[config.mk]
export PLATFORM = sky130hd
export DESIGN_NAME = mono_last_note_priority_flat
export DESIGN_NICKNAME = d
export VERILOG_FILES = /design/src/rtl/core/mlnp_pkg.sv /design/src/rtl/core/mlnp_if.sv /design/src/rtl/core/mlnp_cell.sv /design/src/rtl/core/mono_last_note_priority.sv /design/src/flat_wrapper.sv
export SDC_FILE = /design/constraint.sdc
export NUM_CORES = 1
export LEC_CHECK = 0
export BUFFER_PORTS_ARGS = -buffer_cell sky130_fd_sc_hd__clkbuf_2
export CORE_ASPECT_RATIO = 0.7
export CORE_MARGIN = 10
export CORE_UTILIZATION = 46
export DETAILED_ROUTE_END_ITERATION = 8
export GPL_ROUTABILITY_DRIVEN = 0
export SYNTH_ARGS = -nofsm -noshare
export SYNTH_HDL_FRONTEND = slang
export SYNTH_SLANG_ARGS = --single-unit
[constraint.sdc]
create_clock -name clk -period 5.18 [get_ports clk]
set_clock_uncertainty 0.2 [all_clocks]
set_input_delay 0.777 -clock clk [delete_from_list [all_inputs] [get_ports clk]]
set_output_delay 0.777 -clock clk [all_outputs]
set_load 0.02 [all_outputs]
[src/rtl/core/mlnp_pkg.sv]
// shared types, codes and defaults for the mono last-note priority allocator
package mlnp_pkg;

    localparam int NOTE_W          = 7;
    localparam int ACTION_W        = 2;
    localparam int STACK_DEPTH_DEF = 16;
    localparam int NOTE_COUNT_DEF  = 128;

    typedef logic [NOTE_W-1:0]   note_t;
    typedef logic [ACTION_W-1:0] action_t;
    typedef logic [1:0]          stack_op_t;

    localparam logic KIND_PRESS   = 1'b0;
    localparam logic KIND_RELEASE = 1'b1;

    localparam action_t ACT_NONE     = 2'd0;
    localparam action_t ACT_GATE_ON  = 2'd1;
    localparam action_t ACT_PITCH    = 2'd2;
    localparam action_t ACT_GATE_OFF = 2'd3;

    localparam stack_op_t OP_HOLD = 2'd0;
    localparam stack_op_t OP_PUSH = 2'd1;
    localparam stack_op_t OP_POP  = 2'd2;

endpackage

[src/rtl/core/mlnp_if.sv]
// valid/ready channel interfaces for note events and voice results
interface mlnp_evt_if;
    import mlnp_pkg::*;

    logic  valid;
    logic  ready;
    logic  kind;
    note_t note;

    modport source (output valid, output kind, output note, input ready);
    modport sink (input valid, input kind, input note, output ready);
endinterface

interface mlnp_res_if;
    import mlnp_pkg::*;

    logic    valid;
    logic    ready;
    action_t action;
    note_t   note_out;
    logic    overflow;

    modport source (output valid, output action, output note_out, output overflow,
                    input ready);
    modport sink (input valid, input action, input note_out, input overflow,
                  output ready);
endinterface

[src/rtl/core/mlnp_cell.sv]
// one note stack cell, shifting toward the bottom on push and toward the top on pop
module mlnp_cell (
    input  logic               clk,
    input  mlnp_pkg::stack_op_t op,
    input  mlnp_pkg::note_t    above,
    input  mlnp_pkg::note_t    below,
    output mlnp_pkg::note_t    value
);
    import mlnp_pkg::*;

    note_t value_reg;
    note_t value_next;

    always_comb
    begin
        case (op)
            OP_PUSH: value_next = above;
            OP_POP:  value_next = below;
            default: value_next = value_reg;
        endcase
    end

    always_ff @(posedge clk)
    begin
        value_reg <= value_next;
    end

    assign value = value_reg;

endmodule

[src/rtl/core/mono_last_note_priority.sv]
// mono last-note priority voice allocator, top level
// evt (sink) carries one note transaction: kind 0 press, kind 1 release, and note.
// res (source) returns exactly one transaction per event: action, note_out, overflow.
// a press, an ignored note and a release of a note that is not sounding give their
// result in the cycle after acceptance.
// a release of the sounding note walks the note stack one cell per cycle from the top,
// popping notes no longer held until a held note or an empty stack ends the walk.
// one event is in flight at a time; evt.ready is high when no release is walking the
// stack and the result register is empty or being taken in the same cycle.
// a stalled res simply holds its result and blocks further events until it is taken.
// reset clears the held-note map, the stack count and the sounding note at once;
// the stack cells themselves are not cleared and are only read below the count.
module mono_last_note_priority #(
    parameter int STACK_DEPTH = mlnp_pkg::STACK_DEPTH_DEF,
    parameter int NOTE_COUNT  = mlnp_pkg::NOTE_COUNT_DEF
) (
    input  logic       clk,
    input  logic       rst_n,
    mlnp_evt_if.sink   evt,
    mlnp_res_if.source res
);
    import mlnp_pkg::*;

    localparam int NOTE_IDX_W = (NOTE_COUNT > 1) ? $clog2(NOTE_COUNT) : 1;
    localparam int CNT_W      = $clog2(STACK_DEPTH + 1);
    localparam logic [NOTE_W:0] NOTE_LIMIT = (NOTE_W + 1)'(NOTE_COUNT);
    localparam logic [CNT_W-1:0] CNT_FULL  = CNT_W'(STACK_DEPTH);

    localparam logic ST_IDLE = 1'b0;
    localparam logic ST_POP  = 1'b1;

    logic                  state_reg;
    logic                  state_next;
    logic [CNT_W-1:0]      count_reg;
    logic [CNT_W-1:0]      count_next;
    note_t                 sounding_reg;
    note_t                 sounding_next;
    logic [NOTE_COUNT-1:0] held_reg;
    logic [NOTE_COUNT-1:0] held_next;

    logic    res_valid_reg;
    logic    res_valid_next;
    action_t action_reg;
    action_t action_next;
    note_t   note_out_reg;
    note_t   note_out_next;
    logic    overflow_reg;
    logic    overflow_next;

    stack_op_t op;
    note_t     cell_value [STACK_DEPTH];
    note_t     cell_above [STACK_DEPTH];
    note_t     cell_below [STACK_DEPTH];

    logic                  evt_fire;
    logic                  note_ok;
    logic [NOTE_IDX_W-1:0] note_idx;
    logic                  full;
    logic                  empty;
    note_t                 top_note;
    logic                  top_ok;
    logic                  top_held;

    // stack cell chain, top of stack in cell 0
    genvar i;
    generate
        for (i = 0; i < STACK_DEPTH; i++)
        begin : g_cell
            if (i == 0)
            begin : g_top
                assign cell_above[i] = evt.note;
            end
            else
            begin : g_mid_above
                assign cell_above[i] = cell_value[i-1];
            end
            if (i == STACK_DEPTH - 1)
            begin : g_bottom
                assign cell_below[i] = '0;
            end
            else
            begin : g_mid_below
                assign cell_below[i] = cell_value[i+1];
            end
            mlnp_cell u_cell (
                .clk   (clk),
                .op    (op),
                .above (cell_above[i]),
                .below (cell_below[i]),
                .value (cell_value[i])
            );
        end
    endgenerate

    assign evt_fire  = evt.valid && evt.ready;
    assign note_ok   = {1'b0, evt.note} < NOTE_LIMIT;
    assign note_idx  = evt.note[NOTE_IDX_W-1:0];
    assign full      = (count_reg == CNT_FULL);
    assign empty     = (count_reg == '0);
    assign top_note  = cell_value[0];
    assign top_ok    = {1'b0, top_note} < NOTE_LIMIT;
    assign top_held  = held_reg[top_note[NOTE_IDX_W-1:0]];

    assign evt.ready = (state_reg == ST_IDLE) && (!res_valid_reg || res.ready);

    always_comb
    begin
        state_next     = state_reg;
        count_next     = count_reg;
        sounding_next  = sounding_reg;
        held_next      = held_reg;
        op             = OP_HOLD;
        res_valid_next = res_valid_reg && !res.ready;
        action_next    = action_reg;
        note_out_next  = note_out_reg;
        overflow_next  = overflow_reg;

        unique case (state_reg)
            ST_IDLE:
            begin
                if (evt_fire)
                begin
                    if (!note_ok)
                    begin
                        res_valid_next = 1'b1;
                        action_next    = ACT_NONE;
                        note_out_next  = sounding_reg;
                        overflow_next  = 1'b0;
                    end
                    else if (evt.kind == KIND_PRESS)
                    begin
                        held_next[note_idx] = 1'b1;
                        sounding_next       = evt.note;
                        if (!full)
                        begin
                            op         = OP_PUSH;
                            count_next = count_reg + CNT_W'(1);
                        end
                        res_valid_next = 1'b1;
                        action_next    = ACT_GATE_ON;
                        note_out_next  = evt.note;
                        overflow_next  = full;
                    end
                    else
                    begin
                        held_next[note_idx] = 1'b0;
                        if (evt.note != sounding_reg)
                        begin
                            res_valid_next = 1'b1;
                            action_next    = ACT_NONE;
                            note_out_next  = sounding_reg;
                            overflow_next  = 1'b0;
                        end
                        else
                        begin
                            state_next = ST_POP;
                        end
                    end
                end
            end
            ST_POP:
            begin
                if (empty)
                begin
                    state_next     = ST_IDLE;
                    res_valid_next = 1'b1;
                    action_next    = ACT_GATE_OFF;
                    note_out_next  = sounding_reg;
                    overflow_next  = 1'b0;
                end
                else if (top_ok && top_held)
                begin
                    state_next     = ST_IDLE;
                    sounding_next  = top_note;
                    res_valid_next = 1'b1;
                    action_next    = ACT_PITCH;
                    note_out_next  = top_note;
                    overflow_next  = 1'b0;
                end
                else
                begin
                    op         = OP_POP;
                    count_next = count_reg - CNT_W'(1);
                end
            end
            default:
            begin
                state_next = ST_IDLE;
            end
        endcase
    end

    always_ff @(posedge clk or negedge rst_n)
    begin
        if (!rst_n)
        begin
            state_reg     <= ST_IDLE;
            count_reg     <= '0;
            sounding_reg  <= '0;
            held_reg      <= '0;
            res_valid_reg <= 1'b0;
        end
        else
        begin
            state_reg     <= state_next;
            count_reg     <= count_next;
            sounding_reg  <= sounding_next;
            held_reg      <= held_next;
            res_valid_reg <= res_valid_next;
        end
    end

    always_ff @(posedge clk)
    begin
        action_reg   <= action_next;
        note_out_reg <= note_out_next;
        overflow_reg <= overflow_next;
    end

    assign res.valid    = res_valid_reg;
    assign res.action   = action_reg;
    assign res.note_out = note_out_reg;
    assign res.overflow = overflow_reg;

`ifndef ASSERT_OFF
    a_count_bound: assert property (@(posedge clk) disable iff (!rst_n)
        count_reg <= CNT_FULL)
        else $error("stack count beyond depth");

    a_pop_step: assert property (@(posedge clk) disable iff (!rst_n)
        (state_reg == ST_POP) |=>
            (state_reg == ST_IDLE) || (count_reg == $past(count_reg) - CNT_W'(1)))
        else $error("stack walk did not pop one cell");

    a_overflow_full: assert property (@(posedge clk) disable iff (!rst_n)
        (res.valid && res.overflow) |-> full)
        else $error("overflow reported with room on the stack");

    a_gate_off_empty: assert property (@(posedge clk) disable iff (!rst_n)
        (res.valid && (res.action == ACT_GATE_OFF)) |-> empty)
        else $error("gate off with notes left on the stack");

    a_no_result_in_walk: assert property (@(posedge clk) disable iff (!rst_n)
        (state_reg == ST_POP) |-> !res_valid_reg)
        else $error("result pending during stack walk");
`endif

endmodule
[src/flat_wrapper.sv]
// flat-port wrapper written by rule: the top's interface ports become plain ports
module mono_last_note_priority_flat import mlnp_pkg::*;
#(
    parameter int STACK_DEPTH = mlnp_pkg::STACK_DEPTH_DEF,
    parameter int NOTE_COUNT  = mlnp_pkg::NOTE_COUNT_DEF
)
  (clk, rst_n, evt_valid, evt_kind, evt_note, evt_ready, res_valid, res_action, res_note_out, res_overflow, res_ready);
  mlnp_evt_if evt_i ();
  mlnp_res_if res_i ();
  input  logic clk;
  input  logic rst_n;
  input wire logic [$bits(evt_i.valid)-1:0] evt_valid;
  input wire logic [$bits(evt_i.kind)-1:0] evt_kind;
  input wire logic [$bits(evt_i.note)-1:0] evt_note;
  output wire logic [$bits(evt_i.ready)-1:0] evt_ready;
  output wire logic [$bits(res_i.valid)-1:0] res_valid;
  output wire logic [$bits(res_i.action)-1:0] res_action;
  output wire logic [$bits(res_i.note_out)-1:0] res_note_out;
  output wire logic [$bits(res_i.overflow)-1:0] res_overflow;
  input wire logic [$bits(res_i.ready)-1:0] res_ready;
  assign evt_i.valid = evt_valid;
  assign evt_i.kind = evt_kind;
  assign evt_i.note = evt_note;
  assign evt_ready = evt_i.ready;
  assign res_valid = res_i.valid;
  assign res_action = res_i.action;
  assign res_note_out = res_i.note_out;
  assign res_overflow = res_i.overflow;
  assign res_i.ready = res_ready;
  mono_last_note_priority #(.STACK_DEPTH(STACK_DEPTH), .NOTE_COUNT(NOTE_COUNT)) u_core (.clk(clk), .rst_n(rst_n), .evt(evt_i), .res(res_i));
endmodule
==> metrics <==
status finished, final reports clean; ant diodes 0; Top delay family on crit path multiplexers; vias in the first global route 7514; Post-DRT Antenna Nets 0; CTS tree yes; DRT Pass-1 Iters 5; Critical Path Start u_core.g_cell[0].u_cell.value[0]$_DFFE_PP_; DIE AREA 0.0341 mm²; Setup Viol. Count Final 0; hold buffers post-CTS 0; Die Y 157 µm; post-synthesis cell area 0.0124 mm²; critical path's slowest cell mux4_2; clock period minus worst slack 4.24 ns; met3 GRT Util 0.0228; reg2reg path depth 10; Synthesized Nets 972; RSZ-0062 raised after global routing false; worst r2r dst u_core.g_cell[12].u_cell.value[2]$_DFFE_PP_; Worst Path Arrival 4.32 ns; Worst Max-Slew Pin Slew 1.22 ns; Core Area 0.0267 mm²; GRT Overall Usage 0.159; crit path cell chain buf_12 -> mux4_2 -> o22ai_1 -> o22ai_1 -> a22oi_2 -> o31ai_4 -> nor3_1 -> ha_4 -> buf_12 -> mux2_2; root buffer cell clkbuf_16; mean post-synth cell area 13.0 µm²; share of layout cells above drive strength 1 0.223; setup TNS 0 ns; Sinks on Clock Net 264; critical path class flop to flop; worst r2r src u_core.g_cell[0].u_cell.value[0]$_DFFE_PP_; CTS Buf Count 26; Final Instance Area 0.0137 mm²; setup repair bufs after CTS 0; Post-synth top flop dfrtp_1; CTS resizes 0; initial antenna violation count 0; Hold Fails Final Rpt 0; Clock transition at path regs 0.06 ns; routed wire length 26900 µm; WP depth 10; hpwl dp 15900 µm; fin nets 952; Tot Pwr 4880 µW; filler instances 2322; flops & latches, synth 264; required time of the worst setup path 5.26 ns; most common cell after layout, fill and taps aside dfrtp_1; MaxCap Viol Count 0; worst setup path endpoint u_core.g_cell[12].u_cell.value[2]$_DFFE_PP_; EDFF count, synth 122; Peak VDD IR 0.000209 V; Layout area overhead 9.90%; Starting Density 0.466; WP buf/inv 2; 1st-iter DRT viols 767; register area share after synthesis 0.581; latest clock arrival within the worst-skew pair 0.53 ns; Tcrit/Tclk final 0.819; M2 GR Usage 0.225; die width 216 µm; Top-Level Pins 24; Synth cell types 55; slew margin rel. 0.185; leak pwr 0.00509 µW; Max H-tree Level 1; met1 usage 0.250; CP max stage delay 0.60 ns; R2R setup slack 0.94 ns; DR WL/cell 20.4 µm; highest-count cells in the layout ignoring fill and taps 142 x dfrtp_1, 134 x o21ai_0, 128 x o31ai_1; Mapped Cells 954; row count 50; largest net degree at the start of global routing 103; Slew Viols, Final 0; Syn. warnings 0; Worst Path Max Fanout 46; Async SR Flop Fraction 0.538; vias per cell 5.84; startpoint types flop; IO buf count 23; Clock Path Buffers 3; global-route wire length before repair 43900 µm; gr ovfl total 0; GRT busiest layer met1; pwr/cell area 357 mW/mm²; HP Class input port to async pin; CP Capture Type flop; DR vias 7701; DRC viols 0; Cell Area, Placed 0.0128 mm²; fmax 236 MHz
[how the worst min path moves through the flow]
| stage | startpoint | end | slack (ns) | depth (start not counted) |
|---|---|---|---|---|
| floorplan | flop | flop | 0.27 | 2 |
| global placement | flop | flop | 0.28 | 2 |
| detailed placement | flop | flop | 0.29 | 2 |
| CTS | rst_n | async pin | 0.16 | 1 |
| global route | rst_n | async pin | 0.21 | 1 |
| finish | rst_n | async pin | 0.13 | 1 |
[cell families (layout without fill, tap and decap cells)]
group                    after synthesis  count (layout)  share of synthesized area
flip-flops                           264             264                      0.581
AO/OA/AOI/OAI                        313             313                      0.166
AND/OR/NAND/NOR                      120             120                     0.0478
multiplexers                         147             147                      0.156
buffers and inverters                 94              94                     0.0351
XOR/XNOR                              10              10                    0.00705
adder cells (fa/ha/maj)                6               6                    0.00665
[per-stage QoR]
stage	instances	hold WS (ns)	setup WS, ns	util
6_report	1318	0.134	0.937	0.512
5_1_grt	1318	0.208	0.740	0.512
4_1_cts	1318	0.157	0.944	0.512
3_5_place_dp	1270	0.290	0.977	0.481
3_3_place_gp	1270	0.282	1.00	0.481
2_1_floorplan	954	0.266	0.668	-
[final cells by class]
class | instances | area [µm²] | share of cell area
clock buffers | 42 | 779 | 0.0571
repair buffers | 41 | 334 | 0.0245
multi-input cells | 596 | 4790 | 0.351
clock inverters | 6 | 52.6 | 0.00385
well taps | 364 | 455 | 0.0334
flip-flops and latches | 264 | 7220 | 0.529
inverters | 5 | 22.5 | 0.00165
[cells in the mapped netlist (all sizes together) (3+ instances only)]
cell	count	area share
a21oi	7	0.0037
a22o	4	0.0028
a22oi	10	0.0064
buf	19	0.012
clkbuf	70	0.021
dfrtp	142	0.29
edfxtp	122	0.29
ha	5	0.0050
inv	5	0.0015
mux2	106	0.096
mux2i	16	0.013
mux4	25	0.047
nand2	38	0.011
nand2b	5	0.0025
nand3	14	0.0056
nand4	4	0.0020
nor2	19	0.0057
nor2b	19	0.0096
nor3	4	0.0016
nor4	3	0.0015
o21ai	135	0.055
o221a	6	0.0054
o22ai	8	0.0040
o31ai	129	0.079
or3	7	0.0035
xnor2	4	0.0028
xor2	6	0.0042
[metal layers]
| layer | vias to the layer above | share of wire |
|---|---|---|
| met2 | 169 | 0.41 |
| met3 | 31 | 0.047 |
| met4 | 0 | 0.018 |
| met1 | 3849 | 0.52 |
| li1 | 3652 | - |
| met5 | - | 0 |
[report_power, final]
group	leakage [µW]	internal (µW)	switching (µW)
clock	0.000410	1080	783
combinational	0.00163	227	308
sequential	0.00305	2380	101
total	0.00509	3690	1190
(Power assumes the default switching activity.)
